`src/sv/assert_macros.svh`:
```
// Concurrent assertion macros shared by the damping unit RTL.
// Expects clk and rst_n in the scope of each use; define ASSERT_OFF to drop them.
`ifndef ASSERT_MACROS_SVH
`define ASSERT_MACROS_SVH
`ifndef ASSERT_OFF
`define JKMD_ASSERT(lbl, prop) \
    lbl: assert property (@(posedge clk) disable iff (!rst_n) (prop)) \
        else $error("concurrent check failed");
`define JKMD_NEVER(lbl, cond) \
    lbl: assert property (@(posedge clk) disable iff (!rst_n) !(cond)) \
        else $error("forbidden condition seen");
`else
`define JKMD_ASSERT(lbl, prop)
`define JKMD_NEVER(lbl, cond)
`endif
`endif

```
`src/sv/jkmd_pkg.sv`:
```
// Shared constants and types of the Jackson kernel moment damping unit.
// No dependencies; used by the front, queue, back and top level.
package jkmd_pkg;

    localparam int MAX_MOMENTS  = 4096;
    localparam int MAX_ORBITALS = 256;

    // Row counter holds MAX_MOMENTS itself (it saturates there).
    localparam int ROW_W  = $clog2(MAX_MOMENTS + 1);
    localparam int ORB_W  = (MAX_ORBITALS > 1) ? $clog2(MAX_ORBITALS) : 1;
    localparam int NORB_W = ORB_W + 1;
    localparam int K_W    = ROW_W + 1;

    // Field and register widths fixed by the interface.
    localparam int ORDER_W = 13;
    localparam int COUNT_W = 9;
    localparam int IDX_W   = 12;

    localparam int Q_DEPTH  = 4;
    localparam int QPTR_W   = $clog2(Q_DEPTH);

    localparam logic signed [31:0] Q_ONE = 32'sh4000_0000;

    // Register indexes on the configuration port (byte address / 4).
    typedef enum logic [2:0] {
        REG_KERNEL_ORDER  = 3'd0,
        REG_ORBITAL_COUNT = 3'd1,
        REG_PHI_OVER_PI   = 3'd2,
        REG_COT_TERM      = 3'd3,
        REG_STEP_COS      = 3'd4,
        REG_STEP_SIN      = 3'd5
    } reg_index_t;

    typedef struct packed {
        logic [ORDER_W-1:0]  kernel_order;
        logic [COUNT_W-1:0]  orbital_count;
        logic [30:0]         phi_over_pi;
        logic [30:0]         cot_term;
        logic signed [31:0]  step_cos;
        logic signed [31:0]  step_sin;
    } cfg_t;

    // One kept moment together with its row bookkeeping.
    typedef struct packed {
        logic signed [31:0]  re;
        logic signed [31:0]  im;
        logic                first;
        logic                orb0;
        logic                row_end;
        logic                last;
        logic [IDX_W-1:0]    index;
        logic [K_W-1:0]      k;
    } q_entry_t;

endpackage

```
`src/sv/jkmd_front.sv`:
```
// Front end: accepts moments, tracks row and orbital, drops truncated rows.
// Depends on jkmd_pkg; feeds jkmd_queue.
module jkmd_front (
    input  logic                 clk,
    input  logic                 rst_n,
    input  jkmd_pkg::cfg_t       cfg,
    input  logic                 in_valid,
    output logic                 in_ready,
    input  logic signed [31:0]   moment_re,
    input  logic signed [31:0]   moment_im,
    input  logic                 first_item,
    input  logic                 q_full,
    output logic                 q_push,
    output jkmd_pkg::q_entry_t   q_entry
);
    import jkmd_pkg::*;

    logic [ROW_W-1:0]  row_reg, row_next;
    logic [ORB_W-1:0]  orb_reg, orb_next;
    logic [ROW_W-1:0]  order_eff;
    logic [NORB_W-1:0] norb_eff;
    logic [ROW_W-1:0]  row_cur;
    logic [ORB_W-1:0]  orb_raw, orb_cur;
    logic              kept, row_end, accept;
    logic [31:0]       ko32, no32;

    assign in_ready = !q_full;
    assign accept   = in_valid && in_ready;

    always_comb
    begin
        ko32 = 32'(cfg.kernel_order);
        no32 = 32'(cfg.orbital_count);
        priority if (ko32 == 32'd0)
            order_eff = ROW_W'(1);
        else if (ko32 > 32'(MAX_MOMENTS))
            order_eff = ROW_W'(MAX_MOMENTS);
        else
            order_eff = ROW_W'(ko32);
        priority if (no32 == 32'd0)
            norb_eff = NORB_W'(1);
        else if (no32 > 32'(MAX_ORBITALS))
            norb_eff = NORB_W'(MAX_ORBITALS);
        else
            norb_eff = NORB_W'(no32);

        row_cur = first_item ? '0 : row_reg;
        orb_raw = first_item ? '0 : orb_reg;
        orb_cur = ({1'b0, orb_raw} >= norb_eff) ? '0 : orb_raw;

        kept    = row_cur < order_eff;
        row_end = (NORB_W'({1'b0, orb_cur}) + NORB_W'(1)) >= norb_eff;

        q_push          = accept && kept;
        q_entry.re      = moment_re;
        q_entry.im      = moment_im;
        q_entry.first   = first_item;
        q_entry.orb0    = (orb_cur == '0);
        q_entry.row_end = row_end;
        q_entry.last    = row_end &&
                          ((ROW_W+1)'(row_cur) + (ROW_W+1)'(1) == (ROW_W+1)'(order_eff));
        q_entry.index   = IDX_W'(row_cur);
        q_entry.k       = K_W'(order_eff) - K_W'(row_cur) + K_W'(1);

        row_next = row_reg;
        orb_next = orb_reg;
        if (accept)
        begin
            if (row_end)
            begin
                orb_next = '0;
                row_next = (row_cur < ROW_W'(MAX_MOMENTS)) ? row_cur + ROW_W'(1) : row_cur;
            end
            else
            begin
                orb_next = orb_cur + ORB_W'(1);
                row_next = row_cur;
            end
        end
    end

    always_ff @(posedge clk or negedge rst_n)
    begin
        if (!rst_n)
        begin
            row_reg <= '0;
            orb_reg <= '0;
        end
        else
        begin
            row_reg <= row_next;
            orb_reg <= orb_next;
        end
    end

endmodule

```
`src/sv/jkmd_queue.sv`:
```
// Short FIFO between the front end and the arithmetic back end.
// Depends on jkmd_pkg and assert_macros.svh.
`include "assert_macros.svh"
module jkmd_queue (
    input  logic                 clk,
    input  logic                 rst_n,
    input  logic                 push,
    input  jkmd_pkg::q_entry_t   push_entry,
    output logic                 full,
    input  logic                 pop,
    output logic                 head_valid,
    output jkmd_pkg::q_entry_t   head
);
    import jkmd_pkg::*;

    q_entry_t           mem [Q_DEPTH];
    logic [QPTR_W-1:0]  wr_reg, wr_next;
    logic [QPTR_W-1:0]  rd_reg, rd_next;
    logic [QPTR_W:0]    count_reg, count_next;

    assign full       = (count_reg == (QPTR_W+1)'(Q_DEPTH));
    assign head_valid = (count_reg != '0);
    assign head       = mem[rd_reg];

    always_comb
    begin
        wr_next    = push ? wr_reg + QPTR_W'(1) : wr_reg;
        rd_next    = pop  ? rd_reg + QPTR_W'(1) : rd_reg;
        count_next = count_reg + (QPTR_W+1)'(push) - (QPTR_W+1)'(pop);
    end

    always_ff @(posedge clk or negedge rst_n)
    begin
        if (!rst_n)
        begin
            wr_reg    <= '0;
            rd_reg    <= '0;
            count_reg <= '0;
        end
        else
        begin
            wr_reg    <= wr_next;
            rd_reg    <= rd_next;
            count_reg <= count_next;
        end
    end

    always_ff @(posedge clk)
    begin
        if (push)
            mem[wr_reg] <= push_entry;
    end

    `JKMD_NEVER(q_no_overrun, push && full)
    `JKMD_NEVER(q_no_underrun, pop && !head_valid)

endmodule

```
`src/sv/jkmd_back.sv`:
```
// Back end: row weight, complex-by-real scaling and rotation recurrence,
// all on one shared 33x33 multiplier. Depends on jkmd_pkg, assert_macros.svh.
`include "assert_macros.svh"
module jkmd_back (
    input  logic                 clk,
    input  logic                 rst_n,
    input  jkmd_pkg::cfg_t       cfg,
    input  logic                 q_valid,
    input  jkmd_pkg::q_entry_t   q_head,
    output logic                 q_pop,
    output logic                 out_valid,
    input  logic                 out_ready,
    output logic signed [31:0]   damped_re,
    output logic signed [31:0]   damped_im,
    output logic [11:0]          moment_index,
    output logic                 last_kept
);
    import jkmd_pkg::*;

    typedef enum logic [12:0] {
        ST_IDLE = 13'b0_0000_0000_0001,
        ST_KPHI = 13'b0_0000_0000_0010,
        ST_ACOS = 13'b0_0000_0000_0100,
        ST_SCOT = 13'b0_0000_0000_1000,
        ST_WSUM = 13'b0_0000_0001_0000,
        ST_MRE  = 13'b0_0000_0010_0000,
        ST_MIM  = 13'b0_0000_0100_0000,
        ST_MOUT = 13'b0_0000_1000_0000,
        ST_ROT1 = 13'b0_0001_0000_0000,
        ST_ROT2 = 13'b0_0010_0000_0000,
        ST_ROT3 = 13'b0_0100_0000_0000,
        ST_ROT4 = 13'b0_1000_0000_0000,
        ST_ROT5 = 13'b1_0000_0000_0000
    } back_state_t;

    localparam logic signed [66:0] HALF = 67'sd536870912;

    back_state_t         state_reg, state_next;
    q_entry_t            work_reg, work_next;
    logic signed [65:0]  prod_reg, prod_next;
    logic signed [66:0]  acc_reg, acc_next;
    logic signed [31:0]  cos_reg, cos_next;
    logic signed [31:0]  sin_reg, sin_next;
    logic signed [31:0]  weight_reg, weight_next;
    logic signed [31:0]  cnew_reg, cnew_next;
    logic signed [31:0]  res_re_reg, res_re_next;
    logic                out_valid_reg, out_valid_next;
    logic signed [31:0]  dre_reg, dre_next;
    logic signed [31:0]  dim_reg, dim_next;
    logic [11:0]         idx_reg, idx_next;
    logic                last_reg, last_next;
    logic signed [32:0]  mul_a, mul_b;
    logic signed [32:0]  a_sat;
    logic                mul_en, dispatch, out_free, out_load;
    logic signed [66:0]  prod_ext;

    // Round to nearest (half already added), shift out the fraction, saturate.
    function automatic logic signed [31:0] rnd_sat(input logic signed [66:0] v);
        logic signed [36:0] q;
        q = v[66:30];
        priority if (q > 37'sd2147483647)
            rnd_sat = 32'sh7FFF_FFFF;
        else if (q < -37'sd2147483648)
            rnd_sat = 32'sh8000_0000;
        else
            rnd_sat = q[31:0];
    endfunction

    assign out_free = !out_valid_reg || out_ready;
    assign prod_ext = 67'(prod_reg);
    assign a_sat    = (prod_reg[65:31] != '0) ? 33'sd2147483647 : 33'(prod_reg[31:0]);

    always_comb
    begin
        state_next     = state_reg;
        work_next      = work_reg;
        acc_next       = acc_reg;
        cos_next       = cos_reg;
        sin_next       = sin_reg;
        weight_next    = weight_reg;
        cnew_next      = cnew_reg;
        res_re_next    = res_re_reg;
        out_valid_next = out_valid_reg && !out_ready;
        dre_next       = dre_reg;
        dim_next       = dim_reg;
        idx_next       = idx_reg;
        last_next      = last_reg;
        mul_en         = 1'b0;
        mul_a          = '0;
        mul_b          = '0;
        dispatch       = 1'b0;
        out_load       = 1'b0;
        q_pop          = 1'b0;

        unique case (state_reg)
            ST_IDLE:
                dispatch = 1'b1;
            ST_KPHI:
            begin
                mul_en     = 1'b1;
                mul_a      = 33'(work_reg.k);
                mul_b      = 33'(cfg.phi_over_pi);
                state_next = ST_ACOS;
            end
            ST_ACOS:
            begin
                mul_en     = 1'b1;
                mul_a      = a_sat;
                mul_b      = 33'(cos_reg);
                state_next = ST_SCOT;
            end
            ST_SCOT:
            begin
                acc_next   = prod_ext + HALF;
                mul_en     = 1'b1;
                mul_a      = 33'(sin_reg);
                mul_b      = 33'(cfg.cot_term);
                state_next = ST_WSUM;
            end
            ST_WSUM:
            begin
                weight_next = rnd_sat(acc_reg + prod_ext);
                state_next  = ST_MRE;
            end
            ST_MRE:
            begin
                mul_en     = 1'b1;
                mul_a      = 33'(work_reg.re);
                mul_b      = 33'(weight_reg);
                state_next = ST_MIM;
            end
            ST_MIM:
            begin
                res_re_next = rnd_sat(prod_ext + HALF);
                mul_en      = 1'b1;
                mul_a       = 33'(work_reg.im);
                mul_b       = 33'(weight_reg);
                state_next  = ST_MOUT;
            end
            ST_MOUT:
            begin
                if (out_free)
                begin
                    out_load       = 1'b1;
                    out_valid_next = 1'b1;
                    dre_next       = res_re_reg;
                    dim_next       = rnd_sat(prod_ext + HALF);
                    idx_next       = work_reg.index;
                    last_next      = work_reg.last;
                    if (work_reg.row_end)
                        state_next = ST_ROT1;
                    else
                        dispatch = 1'b1;
                end
            end
            ST_ROT1:
            begin
                mul_en     = 1'b1;
                mul_a      = 33'(cos_reg);
                mul_b      = 33'(cfg.step_cos);
                state_next = ST_ROT2;
            end
            ST_ROT2:
            begin
                acc_next   = prod_ext + HALF;
                mul_en     = 1'b1;
                mul_a      = 33'(sin_reg);
                mul_b      = 33'(cfg.step_sin);
                state_next = ST_ROT3;
            end
            ST_ROT3:
            begin
                cnew_next  = rnd_sat(acc_reg - prod_ext);
                mul_en     = 1'b1;
                mul_a      = 33'(sin_reg);
                mul_b      = 33'(cfg.step_cos);
                state_next = ST_ROT4;
            end
            ST_ROT4:
            begin
                acc_next   = prod_ext + HALF;
                mul_en     = 1'b1;
                mul_a      = 33'(cos_reg);
                mul_b      = 33'(cfg.step_sin);
                state_next = ST_ROT5;
            end
            ST_ROT5:
            begin
                cos_next   = cnew_reg;
                sin_next   = rnd_sat(acc_reg + prod_ext);
                state_next = ST_IDLE;
            end
            default:
                state_next = ST_IDLE;
        endcase

        // Take the next moment; mid-row moments start scaling at once.
        if (dispatch)
        begin
            state_next = ST_IDLE;
            if (q_valid)
            begin
                q_pop     = 1'b1;
                work_next = q_head;
                if (q_head.first)
                begin
                    cos_next = Q_ONE;
                    sin_next = '0;
                end
                if (q_head.orb0)
                    state_next = ST_KPHI;
                else
                begin
                    mul_en     = 1'b1;
                    mul_a      = 33'(q_head.re);
                    mul_b      = 33'(weight_reg);
                    state_next = ST_MIM;
                end
            end
        end

        prod_next = mul_en ? mul_a * mul_b : prod_reg;
    end

    always_ff @(posedge clk or negedge rst_n)
    begin
        if (!rst_n)
        begin
            state_reg     <= ST_IDLE;
            cos_reg       <= Q_ONE;
            sin_reg       <= '0;
            weight_reg    <= '0;
            out_valid_reg <= 1'b0;
        end
        else
        begin
            state_reg     <= state_next;
            cos_reg       <= cos_next;
            sin_reg       <= sin_next;
            weight_reg    <= weight_next;
            out_valid_reg <= out_valid_next;
        end
    end

    always_ff @(posedge clk)
    begin
        work_reg   <= work_next;
        prod_reg   <= prod_next;
        acc_reg    <= acc_next;
        cnew_reg   <= cnew_next;
        res_re_reg <= res_re_next;
        dre_reg    <= dre_next;
        dim_reg    <= dim_next;
        idx_reg    <= idx_next;
        last_reg   <= last_next;
    end

    assign out_valid    = out_valid_reg;
    assign damped_re    = dre_reg;
    assign damped_im    = dim_reg;
    assign moment_index = idx_reg;
    assign last_kept    = last_reg;

    `JKMD_ASSERT(back_pop_when_dispatching, q_pop |-> (state_reg == ST_IDLE || state_reg == ST_MOUT))
    `JKMD_ASSERT(back_load_into_free_slot, out_load |-> (!out_valid_reg || out_ready))

endmodule

```
`src/sv/jackson_kernel_moment_damping_unit.sv`:
```
// Top level of the Jackson kernel moment damping unit: APB registers,
// front end, queue and back end. Depends on jkmd_pkg and the jkmd_* modules.
//
// Usage:
//   Moments enter on the in_valid/in_ready channel, one complex value per
//   transaction, row by row (all orbitals of moment m, then m+1). Raise
//   first_item with moment 0, orbital 0 to restart the row count and the
//   cos/sin recurrence. Rows at or beyond kernel_order are dropped with no
//   result; kept moments leave on out_valid/out_ready scaled by the Jackson
//   weight of their row, moment_index on each, last_kept on the final one.
//   Each mid-row moment makes two passes through the shared multiplier (real
//   part, then imaginary part). The first orbital of a row first builds the
//   row weight, and the end of a kept row adds the four rotation products.
//   A four-entry queue parts the front from the back, so the input keeps
//   flowing while the back works or the receiver stalls; a stalled receiver
//   holds the result register, then the back, then the queue fills and
//   in_ready drops. Reset (rst_n low) restores the register defaults and
//   clears the counters and the recurrence; write registers only when idle.
module jackson_kernel_moment_damping_unit (
    input  logic                clk,
    input  logic                rst_n,
    // APB-style configuration port
    input  logic                psel,
    input  logic                penable,
    input  logic                pwrite,
    input  logic [4:0]          paddr,
    input  logic [31:0]         pwdata,
    output logic [31:0]         prdata,
    output logic                pready,
    // moment input
    input  logic                in_valid,
    output logic                in_ready,
    input  logic signed [31:0]  moment_re,
    input  logic signed [31:0]  moment_im,
    input  logic                first_item,
    // damped result output
    output logic                out_valid,
    input  logic                out_ready,
    output logic signed [31:0]  damped_re,
    output logic signed [31:0]  damped_im,
    output logic [11:0]         moment_index,
    output logic                last_kept
);
    import jkmd_pkg::*;

    cfg_t      cfg_reg, cfg_next;
    logic      cfg_write;
    logic      q_full, q_push, q_pop, q_valid;
    q_entry_t  q_in, q_head;

    assign pready    = 1'b1;
    assign cfg_write = psel && penable && pwrite;

    // Register writes land on the access cycle; unknown addresses are ignored.
    always_comb
    begin
        cfg_next = cfg_reg;
        if (cfg_write)
        begin
            unique case (paddr[4:2])
                REG_KERNEL_ORDER:  cfg_next.kernel_order  = pwdata[ORDER_W-1:0];
                REG_ORBITAL_COUNT: cfg_next.orbital_count = pwdata[COUNT_W-1:0];
                REG_PHI_OVER_PI:   cfg_next.phi_over_pi   = pwdata[30:0];
                REG_COT_TERM:      cfg_next.cot_term      = pwdata[30:0];
                REG_STEP_COS:      cfg_next.step_cos      = pwdata;
                REG_STEP_SIN:      cfg_next.step_sin      = pwdata;
                default:           cfg_next = cfg_reg;
            endcase
        end
    end

    always_ff @(posedge clk or negedge rst_n)
    begin
        if (!rst_n)
        begin
            cfg_reg.kernel_order  <= ORDER_W'(1);
            cfg_reg.orbital_count <= COUNT_W'(1);
            cfg_reg.phi_over_pi   <= 31'h2000_0000;
            cfg_reg.cot_term      <= '0;
            cfg_reg.step_cos      <= '0;
            cfg_reg.step_sin      <= Q_ONE;
        end
        else
            cfg_reg <= cfg_next;
    end

    // Read back the addressed register, zero-extended.
    always_comb
    begin
        unique case (paddr[4:2])
            REG_KERNEL_ORDER:  prdata = 32'(cfg_reg.kernel_order);
            REG_ORBITAL_COUNT: prdata = 32'(cfg_reg.orbital_count);
            REG_PHI_OVER_PI:   prdata = 32'(cfg_reg.phi_over_pi);
            REG_COT_TERM:      prdata = 32'(cfg_reg.cot_term);
            REG_STEP_COS:      prdata = cfg_reg.step_cos;
            REG_STEP_SIN:      prdata = cfg_reg.step_sin;
            default:           prdata = '0;
        endcase
    end

    // Classify each moment: count rows and orbitals, drop truncated rows.
    jkmd_front u_front (
        .clk        (clk),
        .rst_n      (rst_n),
        .cfg        (cfg_reg),
        .in_valid   (in_valid),
        .in_ready   (in_ready),
        .moment_re  (moment_re),
        .moment_im  (moment_im),
        .first_item (first_item),
        .q_full     (q_full),
        .q_push     (q_push),
        .q_entry    (q_in)
    );

    // Hold kept moments until the back end is free.
    jkmd_queue u_queue (
        .clk        (clk),
        .rst_n      (rst_n),
        .push       (q_push),
        .push_entry (q_in),
        .full       (q_full),
        .pop        (q_pop),
        .head_valid (q_valid),
        .head       (q_head)
    );

    // Weight, scale and rotate on the shared multiplier.
    jkmd_back u_back (
        .clk          (clk),
        .rst_n        (rst_n),
        .cfg          (cfg_reg),
        .q_valid      (q_valid),
        .q_head       (q_head),
        .q_pop        (q_pop),
        .out_valid    (out_valid),
        .out_ready    (out_ready),
        .damped_re    (damped_re),
        .damped_im    (damped_im),
        .moment_index (moment_index),
        .last_kept    (last_kept)
    );

endmodule

```
`config.mk`:
```
export PLATFORM = sky130hd
export DESIGN_NAME = jackson_kernel_moment_damping_unit
export DESIGN_NICKNAME = d
export VERILOG_FILES = /design/src/sv/jkmd_pkg.sv /design/src/sv/jkmd_front.sv /design/src/sv/jkmd_queue.sv /design/src/sv/jkmd_back.sv /design/src/sv/jackson_kernel_moment_damping_unit.sv
export VERILOG_INCLUDE_DIRS = /design/src /design/src/sv
export SDC_FILE = /design/constraint.sdc
export NUM_CORES = 2
export LEC_CHECK = 0
export ABC_AREA = 1
export BUFFER_PORTS_ARGS = -buffer_cell sky130_fd_sc_hd__buf_2
export CAP_MARGIN = 25
export CORE_UTILIZATION = 60
export CTS_BUF_LIST = sky130_fd_sc_hd__clkbuf_4 sky130_fd_sc_hd__clkbuf_8 sky130_fd_sc_hd__clkbuf_16
export CTS_CLUSTER_DIAMETER = 50
export DETAILED_ROUTE_END_ITERATION = 8
export PLACE_DENSITY = 0.77
export SETUP_SLACK_MARGIN = 0.2
export SLEW_MARGIN = 10
export SYNTH_ARGS = -nofsm -noshare
export SYNTH_HDL_FRONTEND = slang
export SYNTH_SLANG_ARGS = --single-unit
```
`constraint.sdc`:
```
create_clock -name clk -period 17.6 [get_ports clk]
set_clock_uncertainty 0.2 [all_clocks]
set_input_delay 3.52 -clock clk [delete_from_list [all_inputs] [get_ports clk]]
set_output_delay 3.52 -clock clk [all_outputs]
set_load 0.02 [all_outputs]
```
* Yosys cells after proc, flatten, opt, wreduce, memory -nomap -nowiden *
Memories as Yosys holds them, arrays and structs flattened.
Index checks and enable logic that the tools add are counted.

storage, ports and cells
  output and inout port bits = 112
  bits in read-only memories = 0
  input port bits = 109
  bits in latches = 0
  logic and storage cells = 164
  memories = 1
  memory bits (writable) = 376
  register bits after elaboration = 652

operators by class
  $lt $le $gt $ge = 12
  bitwise operators = 0
  reduce and logical (&&, ||, !) cells = 32
  div/mod/pow operators = 0
  muxes and demuxes = 52
  shift-type cells = 0
  multipliers = 1
  eq/ne operators = 23
  add/subtract/negate cells = 13

memories
  name         words  width  rd ports  clocked after Yosys merged registers in  wr ports  RTL line          text
  u_queue.mem  4      94     1         0                                        1         jkmd_queue.sv:16  q_entry_t mem [Q_DEPTH];

operators with widths
  cell                                                                                number
  32-bit two-way mux                                                                  14
  33-bit one-hot mux with 6 select lines                                              2
  33-bit two-way mux                                                                  6
  32-bit one-hot mux with 6 select lines                                              1
  13-bit one-hot mux with 12 select lines                                             1
  13-bit two-way mux                                                                  9
  37-bit by 32-bit greater-than comparator with 1-bit output (second input constant)  3
  37-bit by 32-bit < comparator with 1-bit output (second input constant)             3
  66-bit by 31-bit adder with 67-bit output (second input constant)                   1
  67-bit by 66-bit adder with 67-bit output                                           1
  67-bit by 66-bit subtractor with 67-bit output                                      1
  33-bit by 33-bit multiplier with 66-bit output                                      1
  35-bit nonzero test                                                                 1
  8-bit two-way mux                                                                   3
  9-bit two-way mux                                                                   2
  2-bit AND reduction                                                                 8
  13-bit by 1-bit adder with 14-bit output (second input constant)                    1
  14-bit by 1-bit adder with 14-bit output (second input constant)                    1
  14-bit by 13-bit == test with 1-bit output                                          1
  13-bit by 13-bit subtractor with 14-bit output                                      1
  13-bit by 1-bit adder with 13-bit output (second input constant)                    1
  13-bit by 1-bit == test with 1-bit output (second input constant)                   1
  13-bit by 10-bit == test with 1-bit output (second input constant)                  1
  13-bit by 11-bit == test with 1-bit output (second input constant)                  1
  other kinds (41)                                                                    68

* Longest topological paths before layout *
  depth after elaboration = 8
  gate-level depth with buffers = 48
  depth with buffers taken out = 46

* Hierarchy *
From an unflattened synthesis, not the netlist that was laid out.

unflattened totals
  cell total of the unflattened synthesis = 11323
  area, all modules = 96317.4 um^2

by module, submodules not included
  module                              instances  cells each  sequential area each (um^2)  area an instance (um^2)
  jkmd_back                           1          8247        13745.7                      68933.6
  jkmd_queue                          1          1519        11466.0                      16193.0
  jackson_kernel_moment_damping_unit  1          915         3708.6                       7089.3
  jkmd_front                          1          642         525.5                        4101.4

* Worst setup path after synthesis *
Ideal clock, no wire load.

  path type = input-to-reg
  start point = in out_ready
  end point = reg u_back.prod_reg[65] (data pin)
  setup slack = 2.612 ns
  required time = 17.140 ns
  library setup time = 0.260 ns
  buffers on the path = 2
  arrival = 14.528 ns
  cell stages on the path = 35
  path through = nor2_1 > nor2_2 > nand2_1 > nand2_2 > inv_2 > nor2_8 > nand2_4 > nand2_8 > buf_4 > a211oi_1 > inv_1 > buf_2 > nand2_1 > fa_1 > inv_1 > fa_1 > fa_1 > fa_1 > inv_1 > fa_1 > inv_1 > fa_1 > fa_1 > inv_1 > fa_1 > inv_1 > ha_1 > a21oi_1 > inv_1 > a31oi_1 > o21ai_0 > a221oi_1 > o21a_1 > nand2_1 > xnor2_1

on the way
  cells in the longest elaborated chain, start to end = 5
  elaborated cells between the ends (all ways) = 6
  classes of those cells = 1 x mul; 4 x mux; 1 x reduce/logical

RTL lines
  item                                              RTL line                                  text
  from (decl)                                       jackson_kernel_moment_damping_unit.sv:38  input logic out_ready,
  1-bit logical OR *                                jkmd_back.sv:69                           assign out_free = !out_valid_reg || out_ready;
  1-bit two-way mux *                               jkmd_back.sv:142                          if (out_free)
  1-bit one-hot mux with 2 select lines *           jkmd_back.sv:95                           unique case (state_reg)
  33-bit two-way mux                                jkmd_back.sv:198                          if (dispatch)
  33-bit by 33-bit multiplier with 66-bit output *  jkmd_back.sv:222                          prod_next = mul_en ? mul_a * mul_b : prod_reg;
  to (signal assigned)                              jkmd_back.sv:248                          prod_reg <= prod_next;
  to (decl)                                         jkmd_back.sv:40                           logic signed [65:0] prod_reg, prod_next;

Every way passes the cells marked *; elsewhere a longest branch is shown, timed or not.
A chain may end at the register's enable or synchronous reset.

* Worst setup path after layout *
  start point = in out_ready
  end point = reg u_back.prod_reg[57] (data pin)

Same word-level chain as after synthesis.

==> results.toml <==
[outcome]
outcome = "complete, no violations"

[logic_synthesis]
synthSimpleGateAreaFrac_pct = 16.1
synth_seq_cells = 1028
synth.top_cell.area_share_pct = 25.0
syn_area_um2 = 91800
synthTopCellsByCount = "2,171 x nand2_1, 2,062 x inv_1, 1,149 x fa_1"
synthDistinctLibCells = 73
synth_xor_area_share_pct = 1.91
synthAdderAreaFrac_pct = 30.6
ys.flop_type = "edfxtp_1"
yosysTopAreaCell = "fa_1"
synth.most_common_cell = "nand2_1"
synth_mux_area_share_pct = 0
syn_area_per_cell_um2 = 8.86
synth_edf_count = 742
synth_warnings = 0
synth_compound_area_share_pct = 8.77
synth_top_family_by_area = "adder cells"
yosysSeqAreaShare_pct = 32.1
synth.area.top_cells = "fa_1 25%, edfxtp_1 24%, nand2_1 8.9%"
synth_nets = 12000
synthCells = 10400
ys_async_sr_fraction_pct = 27.8

[worst_setup_path]
endpoint_kind = "register"
start_kind = "primary input"
crit_slowest_cell = "nor2_4"
crit_cells = 42
required_ns = 17.93
reg2reg_setup_slack_ns = 4.73
crit_path_frequent_cell = "nand2_1"
crit_type = "primary input to register"
worst_r2r_endpoint = "u_back.prod_reg[57]"
r2r_start = "u_back.state_reg[8]"
reg2reg_depth = 44
cp_num_buf_inv = 11
cp_max_fo = 27
crit_path_max_incr_delay_ns = 0.84
crit_family = "adder cells"
worstPathArrival_ns = 15.03

[clock_network]
worstSkewPairLatency_ns = 0.80
cts_max_level = 3
clock_sinks = 1028
clk_pin_slew_ns = 0.06
cts_buffers = 115
cts_buffer_depth = 3
post_cts_buffers = 0
cts_tree = "done"
hold_buffers = 0
cts_resized = 0
cts_root_buf = "clkbuf_16"

[timing]
fin_crit_sh_pct = 83.5
grt_setup_unrepaired = "no"
tns_ns = 0
slew_headroom_pct = 19.5
final_max_slew_viol_count = 0
max_freq_mhz = 68.0
hold_violations = 0
worst_pin_slew_ns = 1.19
period_minus_slack_ns = 14.70
setup_viol = 0

[global_routing]
grtUsageMet2_pct = 61.7
grt_pass1_vias = 75200
grt_max_degree = 83
grt_pass1_wl_mm = 481
grt_remaining_overflow = 0
grt_use_met3_pct = 16.8
grt_use_met1_pct = 55.6
grt_busiest_layer = "met2"
antenna_found_initial = 41
track_usage_pct = 43.2

[detailed_routing]
drt_wl_total_mm = 330
wl_per_cell_um = 26.2
dr.pass1.iters = 7
num_vias = 75500
post_drt_via_cell_ratio = 6.00
drtIter0Drc = 9539
drc = 0
ant_nets = 0

[finish]
nFillCells = 12400
postLayoutCoreUtil_pct = 65.2
final_cells = 12600
largest_reg_flops = 376
layout-drive-gt1-share_pct = 6.68
nets = 12100
area_growth_pct = 7.81

[placement]
gp_congestion = 1.07
dp.cells = 12300
port_buffers = 217
place_hpwl_mm = 255

[floorplanning]
start_util_pct = 60.5
die_area_um2 = 155000
rows = 143
boundaryPins = 221
dieWidth_um = 393
design.core.area_um2 = 152000
fp.dieH_um = 393

[pwr]
peakVddDrop_mv = 0.168
leakagePower_nw = 47.2
p_per_area_nw_per_um2 = 143

[hold_path]
hold_path.class = "register to register"
whs_path_depth = 0
hold_start = "u_back.res_re_reg[7]"
hold_end = "u_back.damped_re[7]"

[flow_run]
cap_violations = 0
-- metal layers --
metal	vias up	share of wire, %
met1	36800	36
met2	5216	42
li1	32400	-
met5	-	0.30
met4	56	7.0
met3	1111	14
-- worst max path at each step --
stage / startpoint / to / slack [ns]
after floorplan: out_ready / u_back.prod_reg[65] / 2.61
after global placement: out_ready / u_back.prod_reg[63] / 2.59
after detailed placement: out_ready / u_back.prod_reg[63] / 2.41
after CTS: out_ready / u_back.prod_reg[63] / 3.15
after global routing: out_ready / u_back.prod_reg[63] / 2.48
final: out_ready / u_back.prod_reg[57] / 2.90
-- per-stage QoR --
| step | instance area (um2) | hold slack, ns | power [W] | setup WS (ns) |
|---|---|---|---|---|
| finish | 99000 | 0.153 | 0.0142 | 2.90 |
| global route | 99000 | 0.173 | 0.0147 | 2.48 |
| CTS | 98800 | 0.156 | 0.0138 | 3.15 |
| detailed placement | 94800 | 0.205 | 0.0113 | 2.41 |
| global placement | 94700 | 0.202 | 0.0112 | 2.59 |
| floorplan | 91800 | 0.200 | 0.00816 | 2.61 |
-- final cells by class --
type	instances	area [um2]	share of cell area, %
clock inverter	72	842	0.850
multi-input combinational	6839	52800	53.4
timing repair buffer	343	2150	2.17
clock buffer	147	3200	3.24
tap	2030	2540	2.57
sequential	1028	29500	29.7
inverter	2114	7940	8.02
antenna	21	52.6	0.0531
-- cells by family after synthesis --
| family | Yosys count |
|---|---|
| other | 1 |
| AO/OA/AOI/OAI | 1375 |
| adder cells (fa/ha/maj) | 1558 |
| AND/OR/NAND/NOR | 3705 |
| XOR/XNOR | 200 |
| buffers and inverters | 2495 |
| flip-flops | 1028 |
-- cells in the final DEF, fill, tap and decap left out, drive strengths merged, types with 76 or more instances in the layout --
| master | count |
|---|---|
| buf | 342 |
| ha | 409 |
| dfrtp | 280 |
| clkbuf | 148 |
| nand2 | 2191 |
| xor2 | 160 |
| nor2 | 1120 |
| edfxtp | 742 |
| nor3 | 76 |
| fa | 1149 |
| o21ai | 609 |
| a21oi | 355 |
| nand3 | 192 |
| o22ai | 99 |
| inv | 2121 |
-- where the power goes --
group | switching (W) | internal [W] | total, W | leakage (nW)
clock network | 0.00107 | 0.00142 | 0.00250 | 2.00
registers | 0.000408 | 0.00349 | 0.00390 | 10.5
logic | 0.00597 | 0.00183 | 0.00780 | 34.7
(Power assumes the default switching activity.)
